$ cat src/hw/rtl/dmm_pkg.sv
// Shared widths, request and register codes, and pipeline tag type of the matrix multiplier.
`default_nettype none
package dmm_pkg;

  localparam int MAX_DIM_DEFAULT = 8;

  localparam int REQ_W    = 2;
  localparam int COORD_W  = 3;
  localparam int VALUE_W  = 16;
  localparam int PROD_W   = 2 * VALUE_W;
  localparam int RESULT_W = 35;
  localparam int CFG_W    = 4;
  localparam int CFG_IDX_W = 2;

  localparam logic [REQ_W-1:0] REQ_LOAD_A  = 2'd0;
  localparam logic [REQ_W-1:0] REQ_LOAD_B  = 2'd1;
  localparam logic [REQ_W-1:0] REQ_COMPUTE = 2'd2;

  localparam logic [CFG_IDX_W-1:0] CFG_ROWS_OF_A       = 2'd0;
  localparam logic [CFG_IDX_W-1:0] CFG_INNER_DIMENSION = 2'd1;
  localparam logic [CFG_IDX_W-1:0] CFG_COLS_OF_B       = 2'd2;

  localparam logic [CFG_W-1:0] DIM_RESET = 4'd8;

  // One product term on its way through the read / multiply / accumulate stages.
  typedef struct packed {
    logic               valid;
    logic               first;   // first term of a dot product
    logic               last_k;  // final term of a dot product
    logic               last;    // dot product is the final element of C
    logic [COORD_W-1:0] row;
    logic [COORD_W-1:0] col;
  } tag_t;

endpackage
`default_nettype wire

$ cat src/hw/rtl/dmm_if.sv
// Request and result channel interfaces of the matrix multiplier.
`default_nettype none
interface dmm_req_if;
  logic                                valid;
  logic                                ready;
  logic [dmm_pkg::REQ_W-1:0]           req_type;
  logic [dmm_pkg::COORD_W-1:0]         row_index;
  logic [dmm_pkg::COORD_W-1:0]         col_index;
  logic signed [dmm_pkg::VALUE_W-1:0]  element_value;

  modport source (output valid, req_type, row_index, col_index, element_value, input ready);
  modport sink (input valid, req_type, row_index, col_index, element_value, output ready);
endinterface

interface dmm_res_if;
  logic                                valid;
  logic                                ready;
  logic [dmm_pkg::COORD_W-1:0]         result_row;
  logic [dmm_pkg::COORD_W-1:0]         result_col;
  logic signed [dmm_pkg::RESULT_W-1:0] result_value;
  logic                                last;

  modport source (output valid, result_row, result_col, result_value, last, input ready);
  modport sink (input valid, result_row, result_col, result_value, last, output ready);
endinterface
`default_nettype wire

$ cat src/hw/rtl/dmm_store.sv
// Element memories of A and B: one write port shared by loads, one registered read port each.
`default_nettype none
module dmm_store #(
  parameter int MAX_DIM = dmm_pkg::MAX_DIM_DEFAULT,
  localparam int DEPTH  = MAX_DIM * MAX_DIM,
  localparam int ADDR_W = (DEPTH > 1) ? $clog2(DEPTH) : 1
) (
  input  wire logic                                clk,
  input  wire logic                                wr_a,
  input  wire logic                                wr_b,
  input  wire logic [ADDR_W-1:0]                   wr_addr,
  input  wire logic [dmm_pkg::VALUE_W-1:0]         wr_data,
  input  wire logic                                rd_en,
  input  wire logic [ADDR_W-1:0]                   rd_addr_a,
  input  wire logic [ADDR_W-1:0]                   rd_addr_b,
  output logic signed [dmm_pkg::VALUE_W-1:0]       rd_a,
  output logic signed [dmm_pkg::VALUE_W-1:0]       rd_b
);
  import dmm_pkg::*;

  logic [VALUE_W-1:0] a_mem [DEPTH];
  logic [VALUE_W-1:0] b_mem [DEPTH];

  always_ff @(posedge clk) begin
    if (wr_a) begin
      a_mem[wr_addr] <= wr_data;
    end
    if (rd_en) begin
      rd_a <= a_mem[rd_addr_a];
    end
  end

  always_ff @(posedge clk) begin
    if (wr_b) begin
      b_mem[wr_addr] <= wr_data;
    end
    if (rd_en) begin
      rd_b <= b_mem[rd_addr_b];
    end
  end

endmodule
`default_nettype wire

$ cat src/hw/rtl/dmm_seq.sv
// Sequencer: walks row, column and inner index of C and issues one term per advancing cycle.
`default_nettype none
module dmm_seq #(
  parameter int MAX_DIM = dmm_pkg::MAX_DIM_DEFAULT,
  localparam int DEPTH  = MAX_DIM * MAX_DIM,
  localparam int ADDR_W = (DEPTH > 1) ? $clog2(DEPTH) : 1
) (
  input  wire logic                        clk,
  input  wire logic                        rst,
  input  wire logic                        start,
  input  wire logic                        done,
  input  wire logic                        adv,
  input  wire logic [dmm_pkg::CFG_W-1:0]   rows_of_a,
  input  wire logic [dmm_pkg::CFG_W-1:0]   inner_dimension,
  input  wire logic [dmm_pkg::CFG_W-1:0]   cols_of_b,
  output logic                             busy,
  output dmm_pkg::tag_t                    issue,
  output logic [ADDR_W-1:0]                rd_addr_a,
  output logic [ADDR_W-1:0]                rd_addr_b
);
  import dmm_pkg::*;

  localparam int IDX_W = (MAX_DIM > 1) ? $clog2(MAX_DIM) : 1;
  localparam logic [ADDR_W-1:0] ROW_STRIDE = ADDR_W'(MAX_DIM);

  localparam logic [1:0] S_IDLE = 2'd0;
  localparam logic [1:0] S_RUN  = 2'd1;
  localparam logic [1:0] S_WAIT = 2'd2;

  logic [1:0]       state;
  logic [IDX_W-1:0] r, c, k;
  logic [IDX_W-1:0] r_last, c_last, k_last;
  logic             final_term;

  // Zero counts as one, anything above the array size as the array size.
  function automatic logic [IDX_W-1:0] last_index(input logic [CFG_W-1:0] dim);
    if (dim == '0) begin
      return '0;
    end
    if (dim > CFG_W'(MAX_DIM)) begin
      return IDX_W'(MAX_DIM - 1);
    end
    return IDX_W'(dim - 1'b1);
  endfunction

  assign final_term = (r == r_last) && (c == c_last) && (k == k_last);

  always_ff @(posedge clk) begin
    if (rst) begin
      state <= S_IDLE;
    end else begin
      case (state)
        S_IDLE: begin
          if (start) begin
            state <= S_RUN;
          end
        end
        S_RUN: begin
          if (adv && final_term) begin
            state <= S_WAIT;
          end
        end
        S_WAIT: begin
          if (done) begin
            state <= S_IDLE;
          end
        end
        default: begin
          state <= S_IDLE;
        end
      endcase
    end
  end

  always_ff @(posedge clk) begin
    if (state == S_IDLE && start) begin
      r      <= '0;
      c      <= '0;
      k      <= '0;
      r_last <= last_index(rows_of_a);
      c_last <= last_index(cols_of_b);
      k_last <= last_index(inner_dimension);
    end else if (state == S_RUN && adv) begin
      if (k != k_last) begin
        k <= k + 1'b1;
      end else begin
        k <= '0;
        if (c != c_last) begin
          c <= c + 1'b1;
        end else begin
          c <= '0;
          r <= r + 1'b1;
        end
      end
    end
  end

  assign busy = (state != S_IDLE);

  always_comb begin
    issue.valid  = (state == S_RUN);
    issue.first  = (k == '0);
    issue.last_k = (k == k_last);
    issue.last   = (r == r_last) && (c == c_last);
    issue.row    = COORD_W'(r);
    issue.col    = COORD_W'(c);
  end

  assign rd_addr_a = ADDR_W'(r) * ROW_STRIDE + ADDR_W'(k);
  assign rd_addr_b = ADDR_W'(k) * ROW_STRIDE + ADDR_W'(c);

endmodule
`default_nettype wire

$ cat src/hw/rtl/dmm_mac.sv
// Multiply-accumulate: registered product, then a running sum that doubles as the result register.
`default_nettype none
module dmm_mac (
  input  wire logic                                 clk,
  input  wire logic                                 rst,
  input  wire logic                                 adv,
  input  wire dmm_pkg::tag_t                        issue,
  input  wire logic signed [dmm_pkg::VALUE_W-1:0]   rd_a,
  input  wire logic signed [dmm_pkg::VALUE_W-1:0]   rd_b,
  output logic                                      res_valid,
  output dmm_pkg::tag_t                             res_tag,
  output logic signed [dmm_pkg::RESULT_W-1:0]       res_value
);
  import dmm_pkg::*;

  tag_t                       tag1, tag2;
  logic signed [PROD_W-1:0]   prod;
  logic signed [RESULT_W-1:0] acc_base;

  // Restart the sum on the first term of each dot product.
  assign acc_base = tag2.first ? '0 : res_value;

  always_ff @(posedge clk) begin
    if (rst) begin
      tag1      <= '0;
      tag2      <= '0;
      res_valid <= 1'b0;
    end else if (adv) begin
      tag1      <= issue;
      tag2      <= tag1;
      res_valid <= tag2.valid && tag2.last_k;
    end
  end

  always_ff @(posedge clk) begin
    if (adv) begin
      prod <= rd_a * rd_b;
      if (tag2.valid) begin
        res_value <= acc_base + RESULT_W'(prod);
        res_tag   <= tag2;
      end
    end
  end

endmodule
`default_nettype wire

$ cat src/hw/rtl/dense_matrix_multiply_unit.sv
// Top level of the dense matrix multiplier C = A x B on signed Q8.8 elements.
// Sequence: a load is written when accepted; a compute request's first C element follows its
//   store reads, product register and accumulation of K terms, K = inner dimension.
// Throughput: loads one per cycle while idle; a compute request holds the request channel
//   until its final element is taken; one term per cycle, unless a result stalls, on one multiplier.
// Reset: synchronous, active high; dimensions return to 8, element memories keep their contents.
`default_nettype none
module dense_matrix_multiply_unit #(
  parameter int MAX_DIM = dmm_pkg::MAX_DIM_DEFAULT
) (
  input  wire logic                            clk,
  input  wire logic                            rst,
  input  wire logic                            cfg_write,
  input  wire logic [dmm_pkg::CFG_IDX_W-1:0]   cfg_index,
  input  wire logic [dmm_pkg::CFG_W-1:0]       cfg_data,
  dmm_req_if.sink                              req,
  dmm_res_if.source                            res
);
  import dmm_pkg::*;

  localparam int DEPTH  = MAX_DIM * MAX_DIM;
  localparam int ADDR_W = (DEPTH > 1) ? $clog2(DEPTH) : 1;
  localparam logic [ADDR_W-1:0]  ROW_STRIDE = ADDR_W'(MAX_DIM);
  localparam logic [COORD_W:0]   COORD_LIMIT = (COORD_W + 1)'(MAX_DIM);

  // Dimension registers, stored raw and clamped when a compute starts.
  logic [CFG_W-1:0] rows_of_a, inner_dimension, cols_of_b;

  logic              req_fire, res_fire;
  logic              load_in_range;
  logic              wr_a, wr_b, start, done, busy, adv;
  logic [ADDR_W-1:0] wr_addr, rd_addr_a, rd_addr_b;
  logic signed [VALUE_W-1:0] rd_a, rd_b;
  tag_t              issue, res_tag;
  logic              res_valid;
  logic signed [RESULT_W-1:0] res_value;

  always_ff @(posedge clk) begin
    if (rst) begin
      rows_of_a       <= DIM_RESET;
      inner_dimension <= DIM_RESET;
      cols_of_b       <= DIM_RESET;
    end else if (cfg_write) begin
      case (cfg_index)
        CFG_ROWS_OF_A:       rows_of_a       <= cfg_data;
        CFG_INNER_DIMENSION: inner_dimension <= cfg_data;
        CFG_COLS_OF_B:       cols_of_b       <= cfg_data;
        default: begin
          // drop writes to unused indexes
        end
      endcase
    end
  end

  // Interlock: accept no request while a compute is issuing or draining, so a load
  // never overlaps reads of the same entry.
  assign req.ready = !busy;
  assign req_fire  = req.valid && req.ready;

  // Drop loads that fall outside the element array; loads beyond the configured size still land.
  assign load_in_range = ({1'b0, req.row_index} < COORD_LIMIT) &&
                         ({1'b0, req.col_index} < COORD_LIMIT);
  assign wr_a    = req_fire && (req.req_type == REQ_LOAD_A) && load_in_range;
  assign wr_b    = req_fire && (req.req_type == REQ_LOAD_B) && load_in_range;
  assign wr_addr = ADDR_W'(req.row_index) * ROW_STRIDE + ADDR_W'(req.col_index);
  assign start   = req_fire && (req.req_type == REQ_COMPUTE);

  // Advance the whole read / multiply / accumulate pipe unless a result waits unaccepted.
  assign adv      = !res_valid || res.ready;
  assign res_fire = res.valid && res.ready;
  assign done     = res_fire && res.last;

  dmm_store #(.MAX_DIM(MAX_DIM)) u_store (
    .clk       (clk),
    .wr_a      (wr_a),
    .wr_b      (wr_b),
    .wr_addr   (wr_addr),
    .wr_data   (req.element_value),
    .rd_en     (adv),
    .rd_addr_a (rd_addr_a),
    .rd_addr_b (rd_addr_b),
    .rd_a      (rd_a),
    .rd_b      (rd_b)
  );

  dmm_seq #(.MAX_DIM(MAX_DIM)) u_seq (
    .clk             (clk),
    .rst             (rst),
    .start           (start),
    .done            (done),
    .adv             (adv),
    .rows_of_a       (rows_of_a),
    .inner_dimension (inner_dimension),
    .cols_of_b       (cols_of_b),
    .busy            (busy),
    .issue           (issue),
    .rd_addr_a       (rd_addr_a),
    .rd_addr_b       (rd_addr_b)
  );

  dmm_mac u_mac (
    .clk       (clk),
    .rst       (rst),
    .adv       (adv),
    .issue     (issue),
    .rd_a      (rd_a),
    .rd_b      (rd_b),
    .res_valid (res_valid),
    .res_tag   (res_tag),
    .res_value (res_value)
  );

  // The accumulator register is the result register.
  assign res.valid        = res_valid;
  assign res.result_row   = res_tag.row;
  assign res.result_col   = res_tag.col;
  assign res.result_value = res_value;
  assign res.last         = res_tag.last;

  // A result only ever belongs to a compute in progress.
  a_no_result_when_idle: assert property (@(posedge clk) disable iff (rst)
    !busy |-> !res.valid)
    else $error("result shown while no compute is in progress");

  // A compute request takes the block busy on the next cycle.
  a_compute_goes_busy: assert property (@(posedge clk) disable iff (rst)
    (req.valid && req.ready && req.req_type == REQ_COMPUTE) |=> busy)
    else $error("compute request accepted without starting the sequencer");

  // Delivering the final element of C frees the request channel.
  a_last_frees_block: assert property (@(posedge clk) disable iff (rst)
    (res.valid && res.ready && res.last) |=> !busy)
    else $error("block still busy after the final element was taken");

  // No further result follows the final element of C.
  a_nothing_after_last: assert property (@(posedge clk) disable iff (rst)
    (res.valid && res.ready && res.last) |=> !res.valid)
    else $error("result shown after the final element of C");

endmodule
`default_nettype wire
$ cat src/flat_wrapper.sv
// flat-port wrapper written by rule: the top's interface ports become plain ports
module dense_matrix_multiply_unit_flat import dmm_pkg::*;
#(
  parameter int MAX_DIM = dmm_pkg::MAX_DIM_DEFAULT
)
  (clk, rst, cfg_write, cfg_index, cfg_data, req_valid, req_req_type, req_row_index, req_col_index, req_element_value, req_ready, res_valid, res_result_row, res_result_col, res_result_value, res_last, res_ready);
  dmm_req_if req_i ();
  dmm_res_if res_i ();
  input  wire logic clk;
  input  wire logic rst;
  input  wire logic cfg_write;
  input  wire logic [dmm_pkg::CFG_IDX_W-1:0] cfg_index;
  input  wire logic [dmm_pkg::CFG_W-1:0] cfg_data;
  input wire logic [$bits(req_i.valid)-1:0] req_valid;
  input wire logic [$bits(req_i.req_type)-1:0] req_req_type;
  input wire logic [$bits(req_i.row_index)-1:0] req_row_index;
  input wire logic [$bits(req_i.col_index)-1:0] req_col_index;
  input wire logic [$bits(req_i.element_value)-1:0] req_element_value;
  output wire logic [$bits(req_i.ready)-1:0] req_ready;
  output wire logic [$bits(res_i.valid)-1:0] res_valid;
  output wire logic [$bits(res_i.result_row)-1:0] res_result_row;
  output wire logic [$bits(res_i.result_col)-1:0] res_result_col;
  output wire logic [$bits(res_i.result_value)-1:0] res_result_value;
  output wire logic [$bits(res_i.last)-1:0] res_last;
  input wire logic [$bits(res_i.ready)-1:0] res_ready;
  assign req_i.valid = req_valid;
  assign req_i.req_type = req_req_type;
  assign req_i.row_index = req_row_index;
  assign req_i.col_index = req_col_index;
  assign req_i.element_value = req_element_value;
  assign req_ready = req_i.ready;
  assign res_valid = res_i.valid;
  assign res_result_row = res_i.result_row;
  assign res_result_col = res_i.result_col;
  assign res_result_value = res_i.result_value;
  assign res_last = res_i.last;
  assign res_i.ready = res_ready;
  dense_matrix_multiply_unit #(.MAX_DIM(MAX_DIM)) u_core (.clk(clk), .rst(rst), .cfg_write(cfg_write), .cfg_index(cfg_index), .cfg_data(cfg_data), .req(req_i), .res(res_i));
endmodule
$ cat config.mk
export PLATFORM = sky130hd
export DESIGN_NAME = dense_matrix_multiply_unit_flat
export DESIGN_NICKNAME = d
export VERILOG_FILES = /design/src/hw/rtl/dmm_pkg.sv /design/src/hw/rtl/dmm_if.sv /design/src/hw/rtl/dmm_store.sv /design/src/hw/rtl/dmm_seq.sv /design/src/hw/rtl/dmm_mac.sv /design/src/hw/rtl/dense_matrix_multiply_unit.sv /design/src/flat_wrapper.sv
export SDC_FILE = /design/constraint.sdc
export NUM_CORES = 2
export LEC_CHECK = 0
export CAP_MARGIN = 20
export CORE_MARGIN = 2
export CORE_UTILIZATION = 52
export CTS_CLUSTER_SIZE = 24
export DETAILED_ROUTE_END_ITERATION = 8
export DONT_BUFFER_PORTS = 1
export PLACE_DENSITY_LB_ADDON = 0.3
export SYNTH_ARGS = -nofsm -noshare
export SYNTH_HDL_FRONTEND = slang
export SYNTH_HIERARCHICAL = 1
export SYNTH_SLANG_ARGS = --single-unit
$ cat constraint.sdc
create_clock -name clk -period 6.05 [get_ports clk]
set_input_delay 0.605 -clock clk [delete_from_list [all_inputs] [get_ports clk]]
set_output_delay 0.605 -clock clk [all_outputs]
set_load 0.01 [all_outputs]
======== Word-level counts from Yosys, hierarchy flattened ========
Memory sizes are Yosys's and may differ from the RTL's. A register that Yosys moved wholly into a read port is not among the register bits.
Cells that the tools add are included.
word-level totals
  logic and storage cells ................. 128
  output and inout bits ................... 44
  input bits .............................. 35
  register bits ........................... 127
  memories kept ........................... 2
  RAM bits ................................ 2,048
cells by class
  mux-type cells .......................... 38
  eq/ne operators ......................... 14
  magnitude comparators ................... 3
  bitwise gates (word level) .............. 2
  reductions and logical operators ........ 30
  multipliers ............................. 1
  add/subtract/negate cells ............... 10
memory list
  memory                depth  bits a word  rd ports  clocked after memory_dff  write ports  line             RTL
  u_core.u_store.a_mem  64     16           1         1                         1            dmm_store.sv:21  logic [VALUE_W-1:0] a_mem [DEPTH];
  u_core.u_store.b_mem  64     16           1         1                         1            dmm_store.sv:22  logic [VALUE_W-1:0] b_mem [DEPTH];
operators with widths
  cell                   number
  $mux W3                14
  $add A35 B32 Y35       1
  $mux W35               1
  $mul A16 B16 Y32       1
  $mux W1                19
  $add A6 B3 Y6          3
  $gt A4 B4 Y1 const B   3
  $logic_and A1 B1 Y1    12
  $logic_not A4 Y1       3
  $reduce_and A2 Y1      5
  $add A3 B1 Y3 const B  3
  $eq A3 B3 Y1           3
  $sub A3 B1 Y3 const B  3
  $eq A2 B1 Y1 const B   3
  $eq A2 B2 Y1 const B   3
  $logic_not A2 Y1       3
  $mux W2                3
  $ne A3 B3 Y1           2
  $pmux W2 S3            1
  $reduce_and A3 Y1      2
  $ne A2 B1 Y1 const B   2
  $logic_not A3 Y1       1
  $logic_not A1 Y1       2
  $ne A2 B2 Y1 const B   1
  other kinds (3)        4

======== Logic depth before layout (Yosys ltp) ========
  word-level depth ........................ 10
  depth in mapped cells ................... 24

======== Cells and area by module ========
The synthesis kept the hierarchy.
by module, submodules not included
  module                      area an instance (µm²)  cells an instance  instances
  dmm_store                   79,501.2                3,519              1
  dmm_mac                     14,991.9                1,544              1
  dmm_seq                     1,167.4                 124                1
  dense_matrix_multiply_unit  541.8                   50                 1

======== Least setup slack after synthesis ========
Ideal clock, no wire load.
  path type ............................... reg2reg
  from .................................... reg u_core/u_store/rd_b[2] (netlist bit), read port of u_core.u_store.b_mem
  to ...................................... reg u_core.u_mac.prod[29] (data pin)
  stages on the path, launching flop included .. 22
  arrival ................................. 5.647 ns
  path slack .............................. 0.124 ns
  buffers on the path ..................... 1
  cell sequence ........................... edfxtp_1 clkbuf_1 nand2_1 fa_1 inv_1 fa_1 inv_1 fa_1 inv_1 fa_1 fa_1 inv_1 fa_1 inv_1 ha_1 o311a_1 o221a_2 o32ai_1 or3_1 nand3b_1 nand4_1 o311ai_1
between the ends
  word-level cells in the longest chain between the ends .. 1
RTL lines
  element               line             RTL
  start, declared       dmm_store.sv:17  output logic signed [dmm_pkg::VALUE_W-1:0] rd_b
  $mul A16 B16 Y32      dmm_mac.sv:37    prod <= rd_a * rd_b;
  end signal, assigned  dmm_mac.sv:37
  end, declared         dmm_mac.sv:17    logic signed [PROD_W-1:0] prod;
Every way passes these cells.
A chain may end at the register's enable or synchronous reset.

======== Worst setup path after layout ========
  from .................................... reg u_core/u_store/rd_b[4] (netlist bit), read port of u_core.u_store.b_mem
  to ...................................... reg u_core.u_mac.prod[30] (data pin)
The elaborated chain is that of the path after synthesis.

==> flow_summary.toml <==
[hold_path]
min_path_type = "in -> reg"

[floorplan]
die-area_sq_mm = 0.1883
num_rows = 157
initial_core_util = 0.5240
pin_count = 79
dieHeight_um = 434.0
die_width_um = 434.0
core_area_sq_mm = 0.1835

[clock_network]
clockBufferDepth = 3
cts-htree-levels = 4
cts.clk_slew.worst_paths_ns = 0.06
clock-sinks = 2207
clkLatencyLatePin_ns = 0.88
numCtsBuffers = 216
cts-root-buf = "clkbuf_16"
cts_tree = "built"

[drt]
vias = 49350
wl_per_cell_um = 27.23
drt-pass1-iter-count = 6
drcViolationCount = 0
ant_nets = 0
totalWireLength_mm = 222.5
drtIter0Drc = 6155
via_per_inst = 6.041

[global_routing]
antenna_found_initial = 13
grt_pass1_vias = 49990
grt_max_degree = 129
gr-total-overflow = 0
grt_pass1_wl_mm = 328.3
grt_usage = 0.2386

[synthesis]
synth_fp_nets = 5654
syn_inst = 5233
ys_warn_count = 6
avgSynthCellArea_sq_um = 18.37
synth.cell_area_sq_mm = 0.09613

[layout]
seq_area_sq_mm = 0.06586
layout.cells.non_filler = 8169
nFillCells = 13190
drive_gt1_frac = 0.2184
syn2layout_area_growth_pct = 12.74
nets = 5929
multi_input_area_sq_mm = 0.02790
final_area_sq_mm = 0.1084

[placement]
post-dp-hpwl_mm = 132.4
pre_cts_ws_ns = -0.1801
place.gp.congestion = 0.8642
dp.cells = 7695
dpl_cell_area_sq_mm = 0.09999
portBuffers = 0

[timing]
period_minus_slack_ns = 6.030
period_share = 0.9967
fmax_ghz = 0.1658
tightest_slew_ns = 1.134
maxSlewHeadroom = 0.2395
finalSetupTns_ns = 0
fin_skew_ns = 0.07098
hold_viol_final = 0
finalSetupViolations = 0
slew_violations = 0
grt_setup_unrepaired = "yes"
fin_ws_ns = 0.01993

[critical_path]
crit_arrival_ns = 6.59
path_max_fanout = 6
cp-start-kind = "register"
path_class = "reg -> reg"
end_kind = "register"
required_ns = 6.61

[status]
outcome = "finished clean"

[job]
drv_cap = 0
-- cell usage in the layout (no fill, tap or decap), types with 25 or more instances in the layout --
| cell | count |
|---|---|
| a21oi_1 | 67 |
| fa_1 | 256 |
| xnor2_1 | 56 |
| nand2_1 | 217 |
| nor2b_1 | 49 |
| mux2i_1 | 119 |
| clkinv_1 | 45 |
| nor3_1 | 25 |
| a22oi_1 | 41 |
| clkbuf_1 | 38 |
| clkinv_2 | 41 |
| inv_1 | 341 |
| mux4_2 | 495 |
| edfxtp_1 | 2163 |
| o21ai_0 | 69 |
| mux2_2 | 25 |
| nor2_1 | 219 |
| nand3_1 | 58 |
| a21o_1 | 32 |
| ha_1 | 116 |
| a211oi_1 | 49 |
| buf_4 | 256 |
| and2_1 | 123 |
| clkbuf_16 | 217 |
| o22ai_1 | 64 |
| nand2b_1 | 51 |
| dfxtp_1 | 38 |
-- sequential cells by signal (all words and copies together), names as in the netlist, 3 cells and up --
register                cells
u_core/u_store/b_mem     1024
u_core/u_mac/prod          32
u_core/cols_of_b            4
u_core/u_mac/res_value     35
u_core/rows_of_a            4
u_core/inner_dimension      4
u_core/u_seq/r_last         3
u_core/u_seq/k_last         3
u_core/u_mac/tag1          10
u_core/u_seq/r              3
u_core/u_seq/c_last         3
u_core/u_mac/res_tag        7
u_core/u_store/a_mem     1024
u_core/u_mac/tag2          10
u_core/u_seq/k              3
u_core/u_seq/c              3
u_core/u_store/rd_b        16
u_core/u_store/rd_a        16
-- final timing paths --
check                         startpoint                 endpoint  slack (ns)  cells after the start
setup / recovery  u_core/u_store/rd_b[4]    u_core/u_mac/prod[30]        0.02                     20
hold / removal                       rst      u_core/rows_of_a[2]        0.06                      2
hold reg to reg     u_core/u_mac/tag2[0]  u_core/u_mac/res_tag[0]        0.44                      0
setup reg to reg  u_core/u_store/rd_b[4]    u_core/u_mac/prod[30]        0.02                     20
-- worst max-delay path, stage by stage (launching register included) --
cell and delay [ns]:
edfxtp_1 0.51, buf_6 0.18, and2_1 0.16, fa_1 0.53
inv_1 0.05, fa_1 0.51, fa_1 0.45, fa_2 0.57
inv_1 0.05, fa_1 0.49, fa_1 0.42, ha_1 0.31
inv_2 0.10, nor3_4 0.05, buf_4 0.14, a211oi_4 0.29
a21oi_2 0.12, o211ai_1 0.27, nand3b_1 0.16, a311oi_2 0.30
xnor2_1 0.10
-- area by class of cell --
type	count	share of cell area
Multi-Input combinational cell	2421	0.2574
Antenna cell	5	0.0001155
Sequential cell	2207	0.6077
Inverter	350	0.01212
Tap cell	2464	0.02845
Timing Repair Buffer	312	0.02710
Clock inverter	150	0.01508
Clock buffer	260	0.05206
-- repair_timing --
| item | 4_1_cts | 5_1_grt |
|---|---|---|
| setup endpoints to repair | 4 | 11 |
| resized for setup | 14 | 53 |
| hold endpoints to repair | 2081 | 0 |
| buffers inserted | 13 | 15 |
| hold buffers | 29 | 0 |
| pin swaps | 8 | 28 |
-- per-layer routing --
layer	global-route usage	part of all wire
met1	0.3421	0.40
met2	0.3735	0.47
met3	0.04767	0.095
met4	0.07252	0.031
met5	0	0.00014
-- metrics by stage --
step,utilization,hold WS (ns)
6_report,0.5907,0.05585
5_1_grt,0.5906,0.04161
4_1_cts,0.5887,0.008198
3_5_place_dp,0.5450,0.4217
3_3_place_gp,0.5450,0.4167
2_1_floorplan,-,0.4076
Power is left out: the tool's default activity adds up to more than one toggle a clock period on the data nets, which glitch-free logic cannot reach.
